[src/hdl/domain_lifecycle_restart_fsm_macros.svh]
// Assertion macros for the domain lifecycle restart block.
// Used by the top level; expects clk and rst in scope.
`ifndef DOMAIN_LIFECYCLE_RESTART_FSM_MACROS_SVH
`define DOMAIN_LIFECYCLE_RESTART_FSM_MACROS_SVH

// same-cycle implication
`define DLR_ASSERT_NOW(lbl, ante, cons) \
  lbl: assert property (@(posedge clk) disable iff (rst) (ante) |-> (cons)) \
    else $error("dlr assertion failed (same cycle)");

// next-cycle implication
`define DLR_ASSERT_NEXT(lbl, ante, cons) \
  lbl: assert property (@(posedge clk) disable iff (rst) (ante) |=> (cons)) \
    else $error("dlr assertion failed (next cycle)");

`endif

[src/hdl/dlr_pkg.sv]
// Shared types, codes and helpers for the domain lifecycle restart block.
// No dependencies.
package dlr_pkg;

  localparam logic [2:0] EV_INIT    = 3'd0;
  localparam logic [2:0] EV_START   = 3'd1;
  localparam logic [2:0] EV_WAIT    = 3'd2;
  localparam logic [2:0] EV_SIGNAL  = 3'd3;
  localparam logic [2:0] EV_PREEMPT = 3'd4;
  localparam logic [2:0] EV_PANIC   = 3'd5;
  localparam logic [2:0] EV_RESTART = 3'd6;
  localparam logic [2:0] EV_STOP    = 3'd7;

  localparam logic [1:0] RC_OK       = 2'd0;
  localparam logic [1:0] RC_POLICY   = 2'd1;
  localparam logic [1:0] RC_ILLEGAL  = 2'd2;
  localparam logic [1:0] RC_TERMINAL = 2'd3;

  localparam logic [2:0] DS_STOPPED    = 3'd0;
  localparam logic [2:0] DS_READY      = 3'd1;
  localparam logic [2:0] DS_RUNNING    = 3'd2;
  localparam logic [2:0] DS_BLOCKED    = 3'd3;
  localparam logic [2:0] DS_FAULTED    = 3'd4;
  localparam logic [2:0] DS_RESTARTING = 3'd5;

  localparam logic [1:0] ACT_FAULT    = 2'd0;
  localparam logic [1:0] ACT_DOMAIN   = 2'd1;
  localparam logic [1:0] ACT_PLATFORM = 2'd2;

  localparam logic [1:0] CFG_ACTION = 2'd0;
  localparam logic [1:0] CFG_LIMIT  = 2'd1;
  localparam logic [1:0] CFG_WINDOW = 2'd2;

  typedef enum logic [5:0] {
    LC_STOPPED    = 6'b000001,
    LC_READY      = 6'b000010,
    LC_RUNNING    = 6'b000100,
    LC_BLOCKED    = 6'b001000,
    LC_FAULTED    = 6'b010000,
    LC_RESTARTING = 6'b100000
  } lc_state_t;

  typedef struct packed {
    logic [2:0]  event_code;
    logic [31:0] tick_now;
  } dlr_in_t;

  typedef struct packed {
    logic [1:0]  status;
    logic [2:0]  domain_state;
    logic [31:0] restarts_used;
  } dlr_out_t;

  typedef struct packed {
    logic [1:0]  action;
    logic [31:0] limit;
    logic [31:0] window;
  } dlr_policy_t;

  typedef struct packed {
    lc_state_t   lstate;
    logic [31:0] count;
    logic [31:0] win_start;
  } dlr_ctx_t;

  function automatic logic policy_valid(dlr_policy_t p);
    logic ok;
    if (p.action == ACT_DOMAIN) begin
      ok = (p.limit != '0) && (p.window != '0);
    end else if (p.action == ACT_FAULT || p.action == ACT_PLATFORM) begin
      ok = (p.limit == '0) && (p.window == '0);
    end else begin
      ok = 1'b0;
    end
    return ok;
  endfunction

  function automatic logic [2:0] state_code(lc_state_t s);
    logic [2:0] c;
    case (s)
      LC_STOPPED:    c = DS_STOPPED;
      LC_READY:      c = DS_READY;
      LC_RUNNING:    c = DS_RUNNING;
      LC_BLOCKED:    c = DS_BLOCKED;
      LC_FAULTED:    c = DS_FAULTED;
      LC_RESTARTING: c = DS_RESTARTING;
      default:       c = DS_STOPPED;
    endcase
    return c;
  endfunction

endpackage

[src/hdl/domain_lifecycle_restart_fsm.sv]
// Domain lifecycle state machine with a windowed restart budget on panic.
// Depends on dlr_pkg, dlr_step and domain_lifecycle_restart_fsm_macros.svh.
//
// Channels: event_* carries one event word (event_code, tick_now); result_*
// returns one word per event (status, domain_state, restarts_used); cfg_*
// writes the policy registers (index 0 action, 1 limit, 2 window) and is
// always ready. Writes to index 3 are taken and ignored.
// An accepted event goes through the event register and then the result
// register to result_data. Throughput: one event per cycle while result_ready
// holds. The event register feeds the state update and the result register
// in one step, so state is current for the next event with no bubble.
// Stall: while result_valid waits for result_ready, one more event may sit
// in the event register; event_ready then drops until the result drains.
// Reset: synchronous rst clears the valid flags, the policy registers, the
// lifecycle state to stopped, the restart count and the window start tick.
// An inconsistent policy answers every event with a policy-invalid status.
`include "domain_lifecycle_restart_fsm_macros.svh"

module domain_lifecycle_restart_fsm (
  input  logic              clk,
  input  logic              rst,
  input  logic              event_valid,
  output logic              event_ready,
  input  dlr_pkg::dlr_in_t  event_data,
  output logic              result_valid,
  input  logic              result_ready,
  output dlr_pkg::dlr_out_t result_data,
  input  logic              cfg_valid,
  output logic              cfg_ready,
  input  logic [1:0]        cfg_index,
  input  logic [31:0]       cfg_data
);

  dlr_pkg::dlr_policy_t policy;
  dlr_pkg::dlr_ctx_t    ctx;
  dlr_pkg::dlr_ctx_t    ctx_next;
  dlr_pkg::dlr_in_t     in_word;
  dlr_pkg::dlr_out_t    res_next;
  logic                 in_vld;
  logic                 advance;

  assign advance     = in_vld && (!result_valid || result_ready);
  assign event_ready = !in_vld || advance;
  assign cfg_ready   = 1'b1;

  always_ff @(posedge clk) begin
    if (rst) begin
      policy <= '0;
    end else if (cfg_valid) begin
      case (cfg_index)
        dlr_pkg::CFG_ACTION: policy.action <= cfg_data[1:0];
        dlr_pkg::CFG_LIMIT:  policy.limit  <= cfg_data;
        dlr_pkg::CFG_WINDOW: policy.window <= cfg_data;
        default: ;
      endcase
    end
  end

  always_ff @(posedge clk) begin
    if (rst) begin
      in_vld <= 1'b0;
    end else if (event_ready) begin
      in_vld <= event_valid;
    end
  end

  always_ff @(posedge clk) begin
    if (event_ready && event_valid) in_word <= event_data;
  end

  dlr_step u_step (
    .policy (policy),
    .cur    (ctx),
    .evt    (in_word),
    .nxt    (ctx_next),
    .res    (res_next)
  );

  always_ff @(posedge clk) begin
    if (rst) begin
      ctx.lstate    <= dlr_pkg::LC_STOPPED;
      ctx.count     <= '0;
      ctx.win_start <= '0;
    end else if (advance) begin
      ctx <= ctx_next;
    end
  end

  always_ff @(posedge clk) begin
    if (rst) begin
      result_valid <= 1'b0;
    end else if (advance) begin
      result_valid <= 1'b1;
    end else if (result_ready) begin
      result_valid <= 1'b0;
    end
  end

  always_ff @(posedge clk) begin
    if (advance) result_data <= res_next;
  end

  `DLR_ASSERT_NEXT(a_policy_hold, advance && !dlr_pkg::policy_valid(policy), ctx == $past(ctx))
  `DLR_ASSERT_NEXT(a_count_panic_only, advance && in_word.event_code != dlr_pkg::EV_PANIC, $stable(ctx.count))
  `DLR_ASSERT_NOW(a_terminal_faults, result_valid && result_data.status == dlr_pkg::RC_TERMINAL, result_data.domain_state == dlr_pkg::DS_FAULTED)
  `DLR_ASSERT_NOW(a_restart_counted, result_valid && result_data.domain_state == dlr_pkg::DS_RESTARTING, result_data.restarts_used != '0)

endmodule

[src/hdl/dlr_step.sv]
// Next-state and result logic for one lifecycle event.
// Depends on dlr_pkg.
module dlr_step (
  input  dlr_pkg::dlr_policy_t policy,
  input  dlr_pkg::dlr_ctx_t    cur,
  input  dlr_pkg::dlr_in_t     evt,
  output dlr_pkg::dlr_ctx_t    nxt,
  output dlr_pkg::dlr_out_t    res
);

  logic [31:0] diff;
  logic        expired;
  logic [31:0] cnt0;
  logic [31:0] ws0;
  logic        spent;
  logic [1:0]  status;

  assign diff    = evt.tick_now - cur.win_start;
  assign expired = (cur.count == '0) || (diff >= policy.window);
  assign cnt0    = expired ? '0 : cur.count;
  assign ws0     = expired ? evt.tick_now : cur.win_start;
  assign spent   = (cnt0 >= policy.limit) || (&cnt0);

  always_comb begin
    nxt    = cur;
    status = dlr_pkg::RC_OK;
    if (!dlr_pkg::policy_valid(policy)) begin
      status = dlr_pkg::RC_POLICY;
    end else begin
      case (evt.event_code)
        dlr_pkg::EV_INIT: begin
          if (cur.lstate == dlr_pkg::LC_STOPPED) nxt.lstate = dlr_pkg::LC_READY;
          else status = dlr_pkg::RC_ILLEGAL;
        end
        dlr_pkg::EV_START: begin
          if (cur.lstate == dlr_pkg::LC_READY) nxt.lstate = dlr_pkg::LC_RUNNING;
          else status = dlr_pkg::RC_ILLEGAL;
        end
        dlr_pkg::EV_WAIT: begin
          if (cur.lstate == dlr_pkg::LC_RUNNING) nxt.lstate = dlr_pkg::LC_BLOCKED;
          else status = dlr_pkg::RC_ILLEGAL;
        end
        dlr_pkg::EV_SIGNAL: begin
          if (cur.lstate == dlr_pkg::LC_BLOCKED) nxt.lstate = dlr_pkg::LC_READY;
          else status = dlr_pkg::RC_ILLEGAL;
        end
        dlr_pkg::EV_PREEMPT: begin
          if (cur.lstate == dlr_pkg::LC_RUNNING) nxt.lstate = dlr_pkg::LC_READY;
          else status = dlr_pkg::RC_ILLEGAL;
        end
        dlr_pkg::EV_PANIC: begin
          if (cur.lstate == dlr_pkg::LC_STOPPED || cur.lstate == dlr_pkg::LC_FAULTED) begin
            status = dlr_pkg::RC_ILLEGAL;
          end else if (policy.action != dlr_pkg::ACT_DOMAIN) begin
            nxt.lstate = dlr_pkg::LC_FAULTED;
            status     = dlr_pkg::RC_TERMINAL;
          end else begin
            // window refresh sticks even if the budget is spent
            nxt.count     = cnt0;
            nxt.win_start = ws0;
            if (spent) begin
              nxt.lstate = dlr_pkg::LC_FAULTED;
              status     = dlr_pkg::RC_TERMINAL;
            end else begin
              nxt.count  = cnt0 + 32'd1;
              if (cnt0 == '0) nxt.win_start = evt.tick_now;
              nxt.lstate = dlr_pkg::LC_RESTARTING;
            end
          end
        end
        dlr_pkg::EV_RESTART: begin
          if (cur.lstate == dlr_pkg::LC_RESTARTING) nxt.lstate = dlr_pkg::LC_READY;
          else status = dlr_pkg::RC_ILLEGAL;
        end
        dlr_pkg::EV_STOP: begin
          if (cur.lstate == dlr_pkg::LC_STOPPED) status = dlr_pkg::RC_ILLEGAL;
          else nxt.lstate = dlr_pkg::LC_STOPPED;
        end
        default: begin
          status = dlr_pkg::RC_ILLEGAL;
        end
      endcase
    end
  end

  assign res.status        = status;
  assign res.domain_state  = dlr_pkg::state_code(nxt.lstate);
  assign res.restarts_used = nxt.count;

endmodule
[config.mk]
export PLATFORM = sky130hd
export DESIGN_NAME = domain_lifecycle_restart_fsm
export DESIGN_NICKNAME = d
export VERILOG_FILES = /design/src/hdl/dlr_pkg.sv /design/src/hdl/domain_lifecycle_restart_fsm.sv /design/src/hdl/dlr_step.sv
export VERILOG_INCLUDE_DIRS = /design/src /design/src/hdl
export SDC_FILE = /design/constraint.sdc
export NUM_CORES = 1
export LEC_CHECK = 0
export ABC_CLOCK_PERIOD_IN_PS = 7800
export BUFFER_PORTS_ARGS = -buffer_cell sky130_fd_sc_hd__buf_2
export CAP_MARGIN = 10
export CORE_ASPECT_RATIO = 2
export CORE_MARGIN = 4
export CORE_UTILIZATION = 55
export CTS_CLUSTER_DIAMETER = 150
export DETAILED_ROUTE_END_ITERATION = 16
export PLACE_DENSITY = 0.78
export SLEW_MARGIN = 20
export SYNTH_ARGS = -nofsm -noshare
export SYNTH_HDL_FRONTEND = slang
export SYNTH_SLANG_ARGS = --single-unit
[constraint.sdc]
create_clock -name clk -period 7.8 [get_ports clk]
set_input_delay 0 -clock clk [delete_from_list [all_inputs] [get_ports clk]]
set_output_delay 0 -clock clk [all_outputs]
set_load 0.05 [all_outputs]
# Word level (Yosys, flattened, before mapping)
# Cells that the tools add are included.
# Widths: inputs -> output; s select.
# word_totals
register_bits	210
in_bits	74
elab_cells	103
out_inout_bits	40
# op_classes
mux	33
eq_ne	23
bitwise_logic	2
magnitude_cmp	2
addsub	2
reduce_logical	28
# op_table
operator	n
$mux 64	3
$mux 70	2
$logic_not 32->1	4
$mux 32	3
$ge 32x32->1	2
$reduce_bool 32->1	2
$mux 6	9
$pmux 6 s8	1
$add 32x1->32 const B	1
$reduce_and 32->1	1
$sub 32x32->32	1
$mux 2	9
$pmux 3 s5	1
$pmux 2 s7	1
$eq 3x3->1 const B	4
$eq 6x2->1 const B	2
$eq 6x3->1 const B	2
$eq 6x4->1 const B	2
$eq 6x5->1 const B	2
$eq 6x6->1 const B	2
$eq 3x2->1 const B	2
$eq 6x1->1 const B	1
$logic_or 1x1->1	6
$reduce_and 2->1	3
13 further kinds	24

# Logic depth before layout (Yosys ltp)
# logic_depth
word_depth	13
mapped_depth	34

# Hierarchy
# From an unflattened synthesis, not the netlist that was laid out.
# unflattened
cells_unflattened	1572
area_unflattened_um2	13918.3
# by_module_without_submodules
mod	cells_per_inst	n_inst	area_per_inst_um2	seq_area_each_um2
domain_lifecycle_restart_fsm	676	1	7965.1	4924.7
dlr_step	896	1	5953.2	0.0

# Worst setup path after synthesis
# Ideal clock, no wire load.
# synth_timing
path_type	register to register
from	reg in_word[0] (netlist name)
to	reg result_data[34] (netlist name), data pin
setup_time_ns	0.190
synth_period_minus_slack_ns	7.384
arrival_time_ns	7.193
path_slack_ns	0.416
stages_incl_launch_ff	33
n_path_buf	2
path_cell_list	edfxtp_1 > inv_1 > ha_1 > inv_1 > fa_1 > a21o_1 > a2111oi_0 > o21ai_0 > a221oi_1 > o21ai_1 > a31oi_1 > o21bai_1 > a311oi_1 > xnor2_1 > ha_1 > nand4_1 > nor4_1 > o221ai_1 > o2111a_1 > o211a_2 > clkbuf_1 > clkbuf_1 > and2_1 > ha_1 > a21oi_1 > o21ai_0 > a221o_1 > a221oi_1 > o211ai_1 > a211oi_4 > a21oi_2 > or3_1 > a2111oi_2
# synth_lines
item	line	text
start, declared	domain_lifecycle_restart_fsm.sv:37	dlr_pkg::dlr_in_t in_word;
start signal, assigned	domain_lifecycle_restart_fsm.sv:68	if (event_ready && event_valid) in_word <= event_data;
end signal, assigned	domain_lifecycle_restart_fsm.sv:100	if (advance) result_data <= res_next;
end, declared	domain_lifecycle_restart_fsm.sv:27	output dlr_pkg::dlr_out_t result_data,

==> summary.md <==
| Metric | Value |
|---|---|
| Crit path time final | 7.60 ns |
| Largest net degree at the start of global routing | 87 |
| Root buffer cell | clkbuf_16 |
| Yosys cell types | 77 |
| Final clock skew | 0.0190 ns |
| Asr flop ratio synth | 0% |
| First-pass DRT Iterations | 5 |
| Drt wl/cell | 17.1 µm |
| Die area | 25600 µm² |
| Max Root-Sink Buffers | 3 |
| Critical Path Start Type | flop |
| WL final | 34.0 mm |
| Mapped Nets | 1655 |
| Crit-path max FO | 8 |
| Worst ir drop on vdd | 0.205 mV |
| Io pins | 114 |
| Total of max-cap violations | 0 |
| # fillers | 1828 |
| Slew headroom | 25.8% |
| Fraction of layout cells with a size suffix above 1 | 15.5% |
| Synth Register Bits | 210 |
| Clk Latency, worst-skew pair | 0.52 ns |
| Largest cells by area after synthesis | dfxtp_1 (22%), edfxtp_1 (17%), ha_1 (9.5%), nand2_1 (6.5%), a21oi_1 (5.6%) |
| Vias/cell | 5.86 |
| TritonCTS clock tree | yes |
| CP endpoint kind | flop |
| Total CTS buffers | 20 |
| Layout Nets | 1861 |
| Crit path required time | 8.06 ns |
| Syn avg cell area | 8.50 µm² |
| GRT Total Usage | 25.9% |
| Clock sinks | 210 |
| Sequential-to-total area share from yosys stat | 39.1% |
| N_diodes | 0 |
| P&R area growth vs syn | 22.7% |
| Final-report setup violation count | 0 |
| Outcome | completed |
| Number of H-tree levels | 1 |
| Area leader, netlist | dfxtp_1 |
| PwrDens | 170 nW/µm² |
| Worst EP arrival | 7.86 ns |
| Number of synthesized flops with an enable pin | 72 |
| Synth cell count leaders | nand2_1 (217), a21oi_1 (142), dfxtp_1 (138) |
| Hold_ws | 0.187 ns |
| Ys flop type | dfxtp_1 |
| Crit share post-route | 97.4% |
| DIE HEIGHT | 222 µm |
| Static Leak | 0.00604 µW |
| DR DRC count | 0 |
| Critical Path Most Common Cell | buf_4 |
| Initial antenna violation count | 0 |
| Die width | 115 µm |
| Port Buffers | 112 |
| Area share of the largest cell type after synthesis | 21.9% |
| Worst Max-Slew Pin Slew | 1.11 ns |
| Final hold viol count | 0 |
| Post-route ant nets | 0 |
| Starting Density | 55.7% |
| Worst min path class | in2reg |
| Vias in the first global route | 11700 |
| 1st-iter DRT viols | 710 |
| Setup TNS | 0 ns |
| Core ar. | 22600 µm² |
| Global-route wire length before repair | 54.5 mm |
| Fin. max-slew vios | 0 |
| Final GP Congestion | 0.937 |
| Slowest-stage cell, CP | a2111oi_4 |
| FP Rows | 78 |
| Number of synthesis warnings | 0 |
| Hpwl dp | 24.3 mm |
| Grt total ovfl | 0 |
| Most frequent cell after synthesis | nand2_1 |
| Clk pin slew, worst setup/hold paths | 0.06 ns |
| Vias | 11600 |
| Fmax | 132 MHz |
| Post-synth design cell area | 12600 µm² |
| Synth Instances | 1484 |
| WS Path Type | reg2reg |
| Crit-path max cell delay | 0.46 ns |
[power breakdown]
group / switching, µW / internal [µW] / total (µW)
clock: 437 / 613 / 1050
sequential: 23.7 / 1170 / 1190
combinational: 232 / 161 / 393
total: 693 / 1940 / 2630
[layout make-up]
| class | count | area [µm²] | share of cell area [%] |
|---|---|---|---|
| clock buffer | 30 | 684 | 4.43 |
| clock inverter | 6 | 40.0 | 0.259 |
| inverter | 115 | 432 | 2.79 |
| multi-input combinational | 1081 | 7120 | 46.1 |
| sequential | 210 | 4920 | 31.8 |
| tap | 280 | 350 | 2.27 |
| timing repair buffer | 262 | 1910 | 12.4 |
[worst max-delay path: cells and delay by family (launching register included)]
family / cells / cell delay [ns]
compound gates: 21 / 4.46
simple gates: 3 / 0.45
fa+ha+maj: 3 / 0.91
flops: 1 / 0.39
buf+inv: 7 / 1.13
[cells in the final DEF, fill, tap and decap left out, types with 7 or more instances in the layout]
cell type,netlist,routed
nor3_1,16,14
a211oi_1,9,9
xor2_1,31,31
o21ai_0,46,43
nand2_1,217,216
nand4_1,29,29
nor2_1,98,98
dfxtp_1,138,138
buf_4,2,73
o211ai_1,9,9
nand4b_1,15,15
and3_1,14,14
and2_1,40,40
dlygate4sd3_1,0,74
mux2i_1,35,35
or4_1,8,8
a41oi_1,8,8
clkbuf_16,0,25
or3_1,13,12
nor4_1,30,28
buf_2,9,111
nand3_1,32,32
o21bai_1,7,7
nor2b_1,8,8
o21a_1,11,10
edfxtp_1,72,72
xnor2_1,26,26
ha_1,96,94
inv_1,115,114
a21o_1,16,16
nand3b_1,15,15
nand2b_1,9,8
a21oi_1,142,140
a31oi_1,15,15
[registers in the layout, summed over array words and instances (netlist names)]
signal and cells:
result_data 37, policy 66, result_valid 1, in_word 35, ctx 70, in_vld 1
[worst paths after layout]
path                            slack (ns)  cells past startpoint           start         endpoint
worst max-delay path                  0.20                     34      in_word[8]  result_data[32]
worst min-delay path                  0.19                      2  event_data[22]      in_word[22]
worst max register to register        0.20                     34      in_word[8]  result_data[32]
worst min register to register        0.47                      2      policy[51]       policy[51]
[metal layers]
| metal | part of all wire (%) | track usage (%) |
|---|---|---|
| met5 | 0 | 0 |
| met4 | 7.3 | 18.9 |
| met3 | 4.1 | 2.95 |
| met2 | 54 | 47.7 |
| met1 | 34 | 25.9 |
[through the flow]
| step | power (µW) | setup slack [ns] | utilization, % | cell area (µm²) | cells |
|---|---|---|---|---|---|
| 2_1_floorplan | 1450 | 0.416 | - | 12600 | 1484 |
| 3_3_place_gp | 1550 | 0.128 | 60.7 | 13700 | 1866 |
| 3_5_place_dp | 1560 | -0.0822 | 60.8 | 13800 | 1867 |
| 4_1_cts | 2640 | 0.00648 | 67.3 | 15200 | 1977 |
| 5_1_grt | 2740 | -0.111 | 68.3 | 15500 | 1984 |
| 6_report | 2630 | 0.203 | 68.3 | 15500 | 1984 |
[cell families after synthesis]
family / Yosys count / share of synthesized area (%)
compound gates: 322 / 16.1
simple gates: 567 / 22.3
mux: 36 / 2.87
buf+inv: 194 / 5.99
flops: 210 / 39.1
other cells: 1 / 0.0297
xor+xnor: 57 / 3.96
fa+ha+maj: 97 / 9.68
[what timing repair did]
action	in CTS	in global routing
hold endpoints to repair	105	0
pin swaps	0	17
gates resized for setup	3	31
setup endpoints to repair	6	103
setup buffers	0	5
hold buffers	74	0
gates cloned	0	1
Power figures use the tool's default switching activity.
